<file path="config.mk">
export PLATFORM = sky130hd
export DESIGN_NAME = reversible_list_queue_top
export DESIGN_NICKNAME = d
export VERILOG_FILES = /design/src/rlq_pkg.sv /design/src/rlq_ram.sv /design/src/rlq_ctrl.sv /design/src/rlq_dp.sv /design/src/reversible_list_queue_top.sv
export SDC_FILE = /design/constraint.sdc
export NUM_CORES = 1
export LEC_CHECK = 0
export ABC_AREA = 1
export ABC_CLOCK_PERIOD_IN_PS = 7300
export BUFFER_PORTS_ARGS = -buffer_cell sky130_fd_sc_hd__buf_2
export CAP_MARGIN = 20
export CELL_PAD_IN_SITES_DETAIL_PLACEMENT = 1
export CELL_PAD_IN_SITES_GLOBAL_PLACEMENT = 1
export CORE_UTILIZATION = 35
export CTS_CLUSTER_DIAMETER = 120
export CTS_CLUSTER_SIZE = 20
export DETAILED_ROUTE_END_ITERATION = 6
export PLACE_DENSITY_LB_ADDON = 0.1
export SYNTH_ARGS = -nofsm -noshare
export SYNTH_HDL_FRONTEND = slang
export SYNTH_HIERARCHICAL = 1
export SYNTH_SLANG_ARGS = --single-unit
export TNS_END_PERCENT = 5
</file>
<file path="constraint.sdc">
create_clock -name clk -period 7.3 [get_ports clk]
set_input_delay 0.365 -clock clk [delete_from_list [all_inputs] [get_ports clk]]
set_output_delay 0.365 -clock clk [all_outputs]
set_load 0.05 [all_outputs]
</file>
<file path="src/rlq_pkg.sv">
package rlq_pkg;

  // Operation codes carried by in_opcode
  typedef enum logic [1:0] {
    OP_INSERT   = 2'd0,
    OP_DELETE   = 2'd1,
    OP_TRAVERSE = 2'd2,
    OP_REVERSE  = 2'd3
  } op_t;

  // Result status codes carried by out_status
  localparam logic [2:0] STS_INSERTED = 3'd0;
  localparam logic [2:0] STS_DELETED  = 3'd1;
  localparam logic [2:0] STS_ELEMENT  = 3'd2;
  localparam logic [2:0] STS_EMPTY    = 3'd3;
  localparam logic [2:0] STS_FULL     = 3'd4;

  // Controller states, one-hot
  typedef enum logic [2:0] {
    S_IDLE = 3'b001,
    S_EXEC = 3'b010,
    S_WALK = 3'b100
  } state_t;

  // Commands from controller to datapath
  typedef struct packed {
    logic load;   // capture the accepted input item
    logic exec;   // carry out the captured operation
    logic step;   // read and emit one list position
  } cmd_t;

  // Status from datapath to controller
  typedef struct packed {
    logic walk;       // captured operation walks a non-empty list
    logic walk_last;  // current walk position is the back of the list
  } sts_t;

endpackage

</file>
<file path="src/rlq_ram.sv">
module rlq_ram #(
  parameter int WIDTH = 32,
  parameter int DEPTH = 16
) (
  input  logic                                 clk,
  input  logic                                 we,
  input  logic [((DEPTH > 1) ? $clog2(DEPTH) : 1)-1:0] waddr,
  input  logic [WIDTH-1:0]                     wdata,
  input  logic                                 re,
  input  logic [((DEPTH > 1) ? $clog2(DEPTH) : 1)-1:0] raddr,
  output logic [WIDTH-1:0]                     rdata
);

  logic [WIDTH-1:0] mem [DEPTH];

  // Write one word, read one word with registered data
  always_ff @(posedge clk) begin
    if (we) begin
      mem[waddr] <= wdata;
    end
    if (re) begin
      rdata <= mem[raddr];
    end
  end

endmodule

</file>
<file path="src/rlq_ctrl.sv">
module rlq_ctrl (
  input  logic          clk,
  input  logic          rst_n,
  input  logic          start,
  output logic          busy,
  input  rlq_pkg::sts_t sts,
  output rlq_pkg::cmd_t cmd
);

  rlq_pkg::state_t state_r, state_nxt;

  // Sequence: capture, execute, then walk the list when asked
  always_comb begin
    state_nxt = state_r;
    cmd       = '0;
    case (state_r)
      rlq_pkg::S_IDLE: begin
        if (start) begin
          cmd.load  = 1'b1;
          state_nxt = rlq_pkg::S_EXEC;
        end
      end
      rlq_pkg::S_EXEC: begin
        cmd.exec  = 1'b1;
        state_nxt = sts.walk ? rlq_pkg::S_WALK : rlq_pkg::S_IDLE;
      end
      rlq_pkg::S_WALK: begin
        cmd.step = 1'b1;
        if (sts.walk_last) begin
          state_nxt = rlq_pkg::S_IDLE;
        end
      end
      default: begin
        state_nxt = rlq_pkg::S_IDLE;
      end
    endcase
  end

  always_ff @(posedge clk) begin
    if (!rst_n) begin
      state_r <= rlq_pkg::S_IDLE;
    end else begin
      state_r <= state_nxt;
    end
  end

  assign busy = (state_r != rlq_pkg::S_IDLE);

  // A walk is entered only from execution
  a_walk_entry: assert property (@(posedge clk) disable iff (!rst_n)
    (state_r == rlq_pkg::S_WALK) |-> ($past(state_r) == rlq_pkg::S_EXEC ||
                                      $past(state_r) == rlq_pkg::S_WALK))
    else $error("walk state entered from idle");

  // Execution always follows a capture
  a_exec_after_load: assert property (@(posedge clk) disable iff (!rst_n)
    cmd.load |=> (state_r == rlq_pkg::S_EXEC))
    else $error("capture not followed by execution");

  // Only one command at a time
  a_cmd_onehot: assert property (@(posedge clk) disable iff (!rst_n)
    $onehot0(cmd))
    else $error("overlapping commands");

endmodule

</file>
<file path="src/rlq_dp.sv">
module rlq_dp #(
  parameter int DEPTH = 16
) (
  input  logic               clk,
  input  logic               rst_n,
  input  rlq_pkg::cmd_t      cmd,
  output rlq_pkg::sts_t      sts,
  input  logic [1:0]         in_opcode,
  input  logic signed [31:0] in_value,
  output logic               out_valid,
  output logic [2:0]         out_status,
  output logic signed [31:0] out_value_res,
  output logic               out_last
);

  localparam int AW = (DEPTH > 1) ? $clog2(DEPTH) : 1;
  localparam int CW = $clog2(DEPTH + 1);

  // List state
  logic [AW-1:0] front_r, front_nxt;
  logic [CW-1:0] count_r, count_nxt;
  logic          rev_r, rev_nxt;
  logic [AW-1:0] pos_r, pos_nxt;

  // Captured input item
  rlq_pkg::op_t  op_r;
  logic [31:0]   val_r;

  // Result registers
  logic          out_valid_r, out_valid_nxt;
  logic [2:0]    out_status_r, out_status_nxt;
  logic [31:0]   out_val_r, out_val_nxt;
  logic          out_sel_ram_r, out_sel_ram_nxt;
  logic          out_last_r, out_last_nxt;

  // Memory port signals
  logic          ram_we, ram_re;
  logic [AW-1:0] ram_waddr, ram_raddr;
  logic [31:0]   ram_rdata;

  logic          full_w, empty_w;
  logic [AW-1:0] cnt_m1_w;
  logic [AW-1:0] pos_sel_w;
  logic [AW:0]   sum_w, diff_w;
  logic [AW-1:0] slot_w;
  logic [AW-1:0] front_inc_w, front_dec_w;

  assign full_w   = (count_r == CW'(DEPTH));
  assign empty_w  = (count_r == '0);
  assign cnt_m1_w = AW'(count_r - CW'(1));

  // Map a list position to its slot
  assign pos_sel_w = cmd.step ? pos_r : cnt_m1_w;
  assign sum_w     = {1'b0, front_r} + {1'b0, pos_sel_w};
  assign diff_w    = (front_r >= pos_sel_w) ?
                     ({1'b0, front_r} - {1'b0, pos_sel_w}) :
                     ({1'b0, front_r} + (AW+1)'(DEPTH) - {1'b0, pos_sel_w});
  always_comb begin
    if (rev_r) begin
      slot_w = diff_w[AW-1:0];
    end else if (sum_w >= (AW+1)'(DEPTH)) begin
      slot_w = AW'(sum_w - (AW+1)'(DEPTH));
    end else begin
      slot_w = sum_w[AW-1:0];
    end
  end

  // Step the front index around the ring
  assign front_inc_w = (front_r == AW'(DEPTH - 1)) ? '0 : front_r + AW'(1);
  assign front_dec_w = (front_r == '0) ? AW'(DEPTH - 1) : front_r - AW'(1);

  assign sts.walk      = ((op_r == rlq_pkg::OP_TRAVERSE) || (op_r == rlq_pkg::OP_REVERSE))
                         && !empty_w;
  assign sts.walk_last = (pos_r == cnt_m1_w);

  // Execute the captured operation or one walk step
  always_comb begin
    front_nxt       = front_r;
    count_nxt       = count_r;
    rev_nxt         = rev_r;
    pos_nxt         = pos_r;
    out_valid_nxt   = 1'b0;
    out_status_nxt  = out_status_r;
    out_val_nxt     = out_val_r;
    out_sel_ram_nxt = out_sel_ram_r;
    out_last_nxt    = out_last_r;
    ram_we          = 1'b0;
    ram_waddr       = front_r;
    ram_re          = 1'b0;
    ram_raddr       = slot_w;
    if (cmd.exec) begin
      out_valid_nxt   = 1'b1;
      out_last_nxt    = 1'b1;
      out_sel_ram_nxt = 1'b0;
      out_val_nxt     = '0;
      if (op_r == rlq_pkg::OP_INSERT) begin
        if (full_w) begin
          out_status_nxt = rlq_pkg::STS_FULL;
        end else begin
          if (!empty_w) begin
            front_nxt = rev_r ? front_inc_w : front_dec_w;
          end
          ram_we         = 1'b1;
          ram_waddr      = front_nxt;
          count_nxt      = count_r + CW'(1);
          out_status_nxt = rlq_pkg::STS_INSERTED;
          out_val_nxt    = val_r;
        end
      end else if (empty_w) begin
        out_status_nxt = rlq_pkg::STS_EMPTY;
      end else if (op_r == rlq_pkg::OP_DELETE) begin
        ram_re          = 1'b1;
        count_nxt       = count_r - CW'(1);
        if (count_r == CW'(1)) begin
          front_nxt = '0;
        end
        out_status_nxt  = rlq_pkg::STS_DELETED;
        out_sel_ram_nxt = 1'b1;
      end else begin
        // Traverse or reverse: a reverse makes the back the front, then both walk as a traverse
        out_valid_nxt = 1'b0;
        pos_nxt       = '0;
        if ((op_r == rlq_pkg::OP_REVERSE) && (count_r > CW'(1))) begin
          front_nxt = slot_w;
          rev_nxt   = !rev_r;
        end
      end
    end else if (cmd.step) begin
      ram_re          = 1'b1;
      pos_nxt         = pos_r + AW'(1);
      out_valid_nxt   = 1'b1;
      out_status_nxt  = rlq_pkg::STS_ELEMENT;
      out_sel_ram_nxt = 1'b1;
      out_last_nxt    = sts.walk_last;
    end
  end

  // Hold list state and result strobe
  always_ff @(posedge clk) begin
    if (!rst_n) begin
      front_r     <= '0;
      count_r     <= '0;
      rev_r       <= 1'b0;
      pos_r       <= '0;
      out_valid_r <= 1'b0;
    end else begin
      front_r     <= front_nxt;
      count_r     <= count_nxt;
      rev_r       <= rev_nxt;
      pos_r       <= pos_nxt;
      out_valid_r <= out_valid_nxt;
    end
  end

  // Capture the input transfer and result payload
  always_ff @(posedge clk) begin
    if (cmd.load) begin
      op_r  <= rlq_pkg::op_t'(in_opcode);
      val_r <= in_value;
    end
    out_status_r  <= out_status_nxt;
    out_val_r     <= out_val_nxt;
    out_sel_ram_r <= out_sel_ram_nxt;
    out_last_r    <= out_last_nxt;
  end

  rlq_ram #(
    .WIDTH (32),
    .DEPTH (DEPTH)
  ) u_ram (
    .clk   (clk),
    .we    (ram_we),
    .waddr (ram_waddr),
    .wdata (val_r),
    .re    (ram_re),
    .raddr (ram_raddr),
    .rdata (ram_rdata)
  );

  assign out_valid     = out_valid_r;
  assign out_status    = out_status_r;
  assign out_value_res = $signed(out_sel_ram_r ? ram_rdata : out_val_r);
  assign out_last      = out_last_r;

  a_count_bound: assert property (@(posedge clk) disable iff (!rst_n)
    count_r <= CW'(DEPTH))
    else $error("entry count above depth");

  a_empty_front: assert property (@(posedge clk) disable iff (!rst_n)
    (count_r == '0) |-> (front_r == '0))
    else $error("empty list with nonzero front");

  a_step_nonempty: assert property (@(posedge clk) disable iff (!rst_n)
    cmd.step |-> !empty_w && (pos_r <= cnt_m1_w))
    else $error("walk step past the back of the list");

  a_front_range: assert property (@(posedge clk) disable iff (!rst_n)
    front_r <= AW'(DEPTH - 1))
    else $error("front index outside the ring");

endmodule

</file>
<file path="src/reversible_list_queue_top.sv">
// Channel  | Ports                                      | Transfer
// ---------+--------------------------------------------+---------------------------
// input    | start, busy, in_opcode, in_value           | edge with start && !busy
// result   | out_valid, out_status, out_value_res,      | edge ending a cycle with
//          | out_last                                   | out_valid high
//
// Insert, delete and any empty or full answer keep busy high through execution
// alone, so a new item is taken once busy falls; the result strobes in the first
// cycle with busy low again.
// Traverse and reverse keep busy high through execution and then one ring memory
// read per stored entry.
// Results come in the cycle after their memory reads and end with out_last high.
// Synchronous reset clears the list to empty; no memory clearing pass is run.
// The receiver cannot stall: every result is presented for exactly one cycle.
module reversible_list_queue_top #(
  parameter int DEPTH = 16
) (
  input  logic               clk,
  input  logic               rst_n,
  input  logic               start,
  output logic               busy,
  input  logic [1:0]         in_opcode,
  input  logic signed [31:0] in_value,
  output logic               out_valid,
  output logic [2:0]         out_status,
  output logic signed [31:0] out_value_res,
  output logic               out_last
);

  rlq_pkg::cmd_t cmd;
  rlq_pkg::sts_t sts;

  rlq_ctrl u_ctrl (
    .clk   (clk),
    .rst_n (rst_n),
    .start (start),
    .busy  (busy),
    .sts   (sts),
    .cmd   (cmd)
  );

  rlq_dp #(
    .DEPTH (DEPTH)
  ) u_dp (
    .clk           (clk),
    .rst_n         (rst_n),
    .cmd           (cmd),
    .sts           (sts),
    .in_opcode     (in_opcode),
    .in_value      (in_value),
    .out_valid     (out_valid),
    .out_status    (out_status),
    .out_value_res (out_value_res),
    .out_last      (out_last)
  );

endmodule
</file>
==> qor.yml <==
status:
  status: "completed"
place:
  dp.cells: 3605
  place_area_um2: 28900
  gp_congestion: 0.752
  pre_cts_slack_ns: 2.48
  dp.final_hpwl_um: 41800
  port_buffers: 74
detailed_routing:
  via_count: 17700
  drt_iter0_drc: 974
  final_antenna_net_count: 0
  firstDrtPassIters: 5
  avgRoutedWirePerCell_um: 21.2
  drt_wl_total_um: 78000
  route.detailed.drc: 0
  vias_per_cell: 4.80
synthesis:
  synth.largest_area_cell: "edfxtp_1"
  ys_warn_count: 6
  synth_seq_cells: 633
  synth-xor-area-share_pct: 0.222
  synth_top_area_share_pct: 66.9
  synth_compound_area_share_pct: 0.908
  synth_edf_count: 614
  syn_inst: 2573
  yosys.area_share.adder_pct: 0.735
  synth-simple-area-share_pct: 19.3
  synth_area_per_cell_um2: 10.7
  syn_area_um2: 27600
  synth.area.top_cells: "edfxtp_1, nand2_1, nand3_1"
  ys_seq_area_share_pct: 68.3
  ys.flop_type: "edfxtp_1"
  async_flop_share_pct: 0
  synth_top_family_by_area: "simple AND/OR/NAND/NOR gates"
  muxShareOfSynthArea_pct: 1.43
  synthMostInstantiatedCell: "nand2_1"
  synth_fp_nets: 2625
  synth.distinct_cells: 42
  synth_top_cells_by_count: "nand2_1, edfxtp_1, inv_1"
cts:
  cts_buffer_depth: 3
  cts_buffers: 37
  htree_levels: 2
  clk_pin_slew_ns: 0.09
  clk_latency_ns: 0.59
  cts_setup_buffers: 0
  post_cts_resized: 0
  cts_num_sinks: 633
  root_buffer: "clkbuf_16"
  cts_tree: "done"
layout:
  design_area_um2: 30300
  drive_above_1_share_pct: 8.62
  layoutNonFillerInstCount: 3684
  area_delta_synth_final_pct: 9.78
  multi_input_comb_area_um2: 6410
  diodes: 0
  regArea_um2: 18800
  fin_nets: 2690
  nFillCells: 8473
grt:
  gr-total-overflow: 0
  grt_pass1_wl_um: 117000
  grt_usage_pct: 19.9
  antenna_found_initial: 0
  grt_max_degree: 115
  grt_pass1_vias: 18500
timing:
  fin_skew_ns: 0.0291
  fin_ws_ns: 2.55
  setup_viol: 0
  max-slew-margin-rel_pct: 35.4
  fin_tns_setup_ns: 0
  grt_setup_unrepaired: "no"
  min_period_over_period_pct: 65.1
  fmax_mhz: 210
  period_needed_ns: 4.75
  holdWs_ns: 0.0946
  drv_slew: 0
  worst-slew-pin-transition_ns: 0.968
  finalHoldViolCount: 0
floorplanning:
  io_pins: 75
  core_um2: 77700
  die_w_um: 283
  fp.dieH_um: 283
  die_area_um2: 79900
  initial_core_util_pct: 35.5
  num_rows: 102
setup_path:
  crit_family: "buffers and inverters"
  crit_chain: "inv_1 > nor3_1 > nand2_1 > o21ai_0 > ha_1 > inv_1 > fa_1 > o21ai_0 > xor2_4 > inv_2 > buf_4 > nand3_1 > nand3_1 > nand2_1"
  cp_max_fo: 39
  critPathKind: "flop to flop"
  cp_num_buf_inv: 4
  slowest_stage: "buf_4"
  end_kind: "flop"
  max_stage_delay_ns: 0.69
  cp.arrival_ns: 5.08
  required_ns: 7.63
  startpoint_type: "flop"
power:
  ir_drop_v: 0.000131
  leakage_nw: 12.4
  power-per-cell-area_nw_per_um2: 214
job:
  cap_violations: 0
hold_path:
  hold_class: "input pin to flop"
## report_power, final
group / switching (mW) / total (mW) / internal, mW
combinational: 0.188 / 0.268 / 0.0802
sequential: 0.0677 / 4.09 / 4.02
clock: 1.20 / 2.13 / 0.926
## cell type report
class                      count  share of cell area, %
tap                         1040                   4.30
inverter                     463                   5.82
sequential                   633                   62.2
multi-input combinational   1360                   21.2
timing repair buffer         143                   3.28
clock inverter                 3                 0.0868
clock buffer                  42                   3.12
## per-stage QoR
stage	total power [mW]	util [%]
finish	6.49	38.9
global route	6.72	38.9
CTS	6.58	38.9
detailed placement	4.44	37.2
global placement	4.43	37.2
floorplan	4.31	-
## layout by cell type (no fill, tap or decap), types with 3 or more instances in the layout
master	netlist	final
dlygate4sd3_1	0	34
inv_6	0	3
nor3_1	4	3
nand3b_1	3	3
buf_2	50	74
inv_2	4	5
dfxtp_1	19	19
o21ai_0	22	21
nor2_4	2	19
nand3_1	409	409
a21oi_1	13	13
clkbuf_16	0	37
buf_4	7	34
clkbuf_1	15	5
nor2_2	4	4
xor2_1	5	4
nand2_1	740	739
mux2_1	3	3
ha_1	13	13
mux2_2	31	31
edfxtp_1	614	614
nand2_2	4	5
inv_1	458	455
nor2_1	84	67
## final timing paths
| check | end | slack (ns) | cells after the start | from |
|---|---|---|---|---|
| max | u_dp/u_ram/rdata[25] | 2.55 | 14 | u_ctrl/state_r[2] |
| max reg2reg | u_dp/u_ram/rdata[25] | 2.55 | 14 | u_ctrl/state_r[2] |
| min | u_ctrl/state_r[0] | 0.09 | 4 | start |
| min reg2reg | u_dp/out_last | 0.51 | 1 | u_dp/out_last |
## worst register-to-register path, cell delays in order (launching register included)
cell and delay (ns):
dfxtp_1 0.39, inv_1 0.09, nor3_1 0.57, nand2_1 0.14, o21ai_0 0.20, ha_1 0.26
inv_1 0.06, fa_1 0.36, o21ai_0 0.43, xor2_4 0.34, inv_2 0.60, buf_4 0.69
nand3_1 0.19, nand3_1 0.12, nand2_1 0.06
## kinds of logic after synthesis
kind of cell / count (synthesis)
xor+xnor: 7
fa+ha+maj: 15
simple gates: 1258
compound gates: 45
flops: 633
buf+inv: 580
mux: 35
## timing repair
action	CTS	global route
endpoints found under the setup margin	0	0
hold buffers	33	1
hold endpoints to repair	33	1
## state kept, by name, summed over array words and instances, names as in the netlist, 4 cells and up
name	flops
u_dp/count_r	5
u_dp/front_r	4
u_dp/out_val_r	32
u_dp/pos_r	4
u_dp/u_ram/mem	512
u_dp/u_ram/rdata	32
u_dp/val_r	32
## layer usage
layer  GRT usage [%]  vias up  wire (µm)
met1            27.1     8924      36700
met4            4.20        0       1320
met5               0        -          0
met3            1.77       69       2180
met2            34.6      243      37800
li1                -     8431          -
No activity file was read; power rests on OpenSTA's default activity.
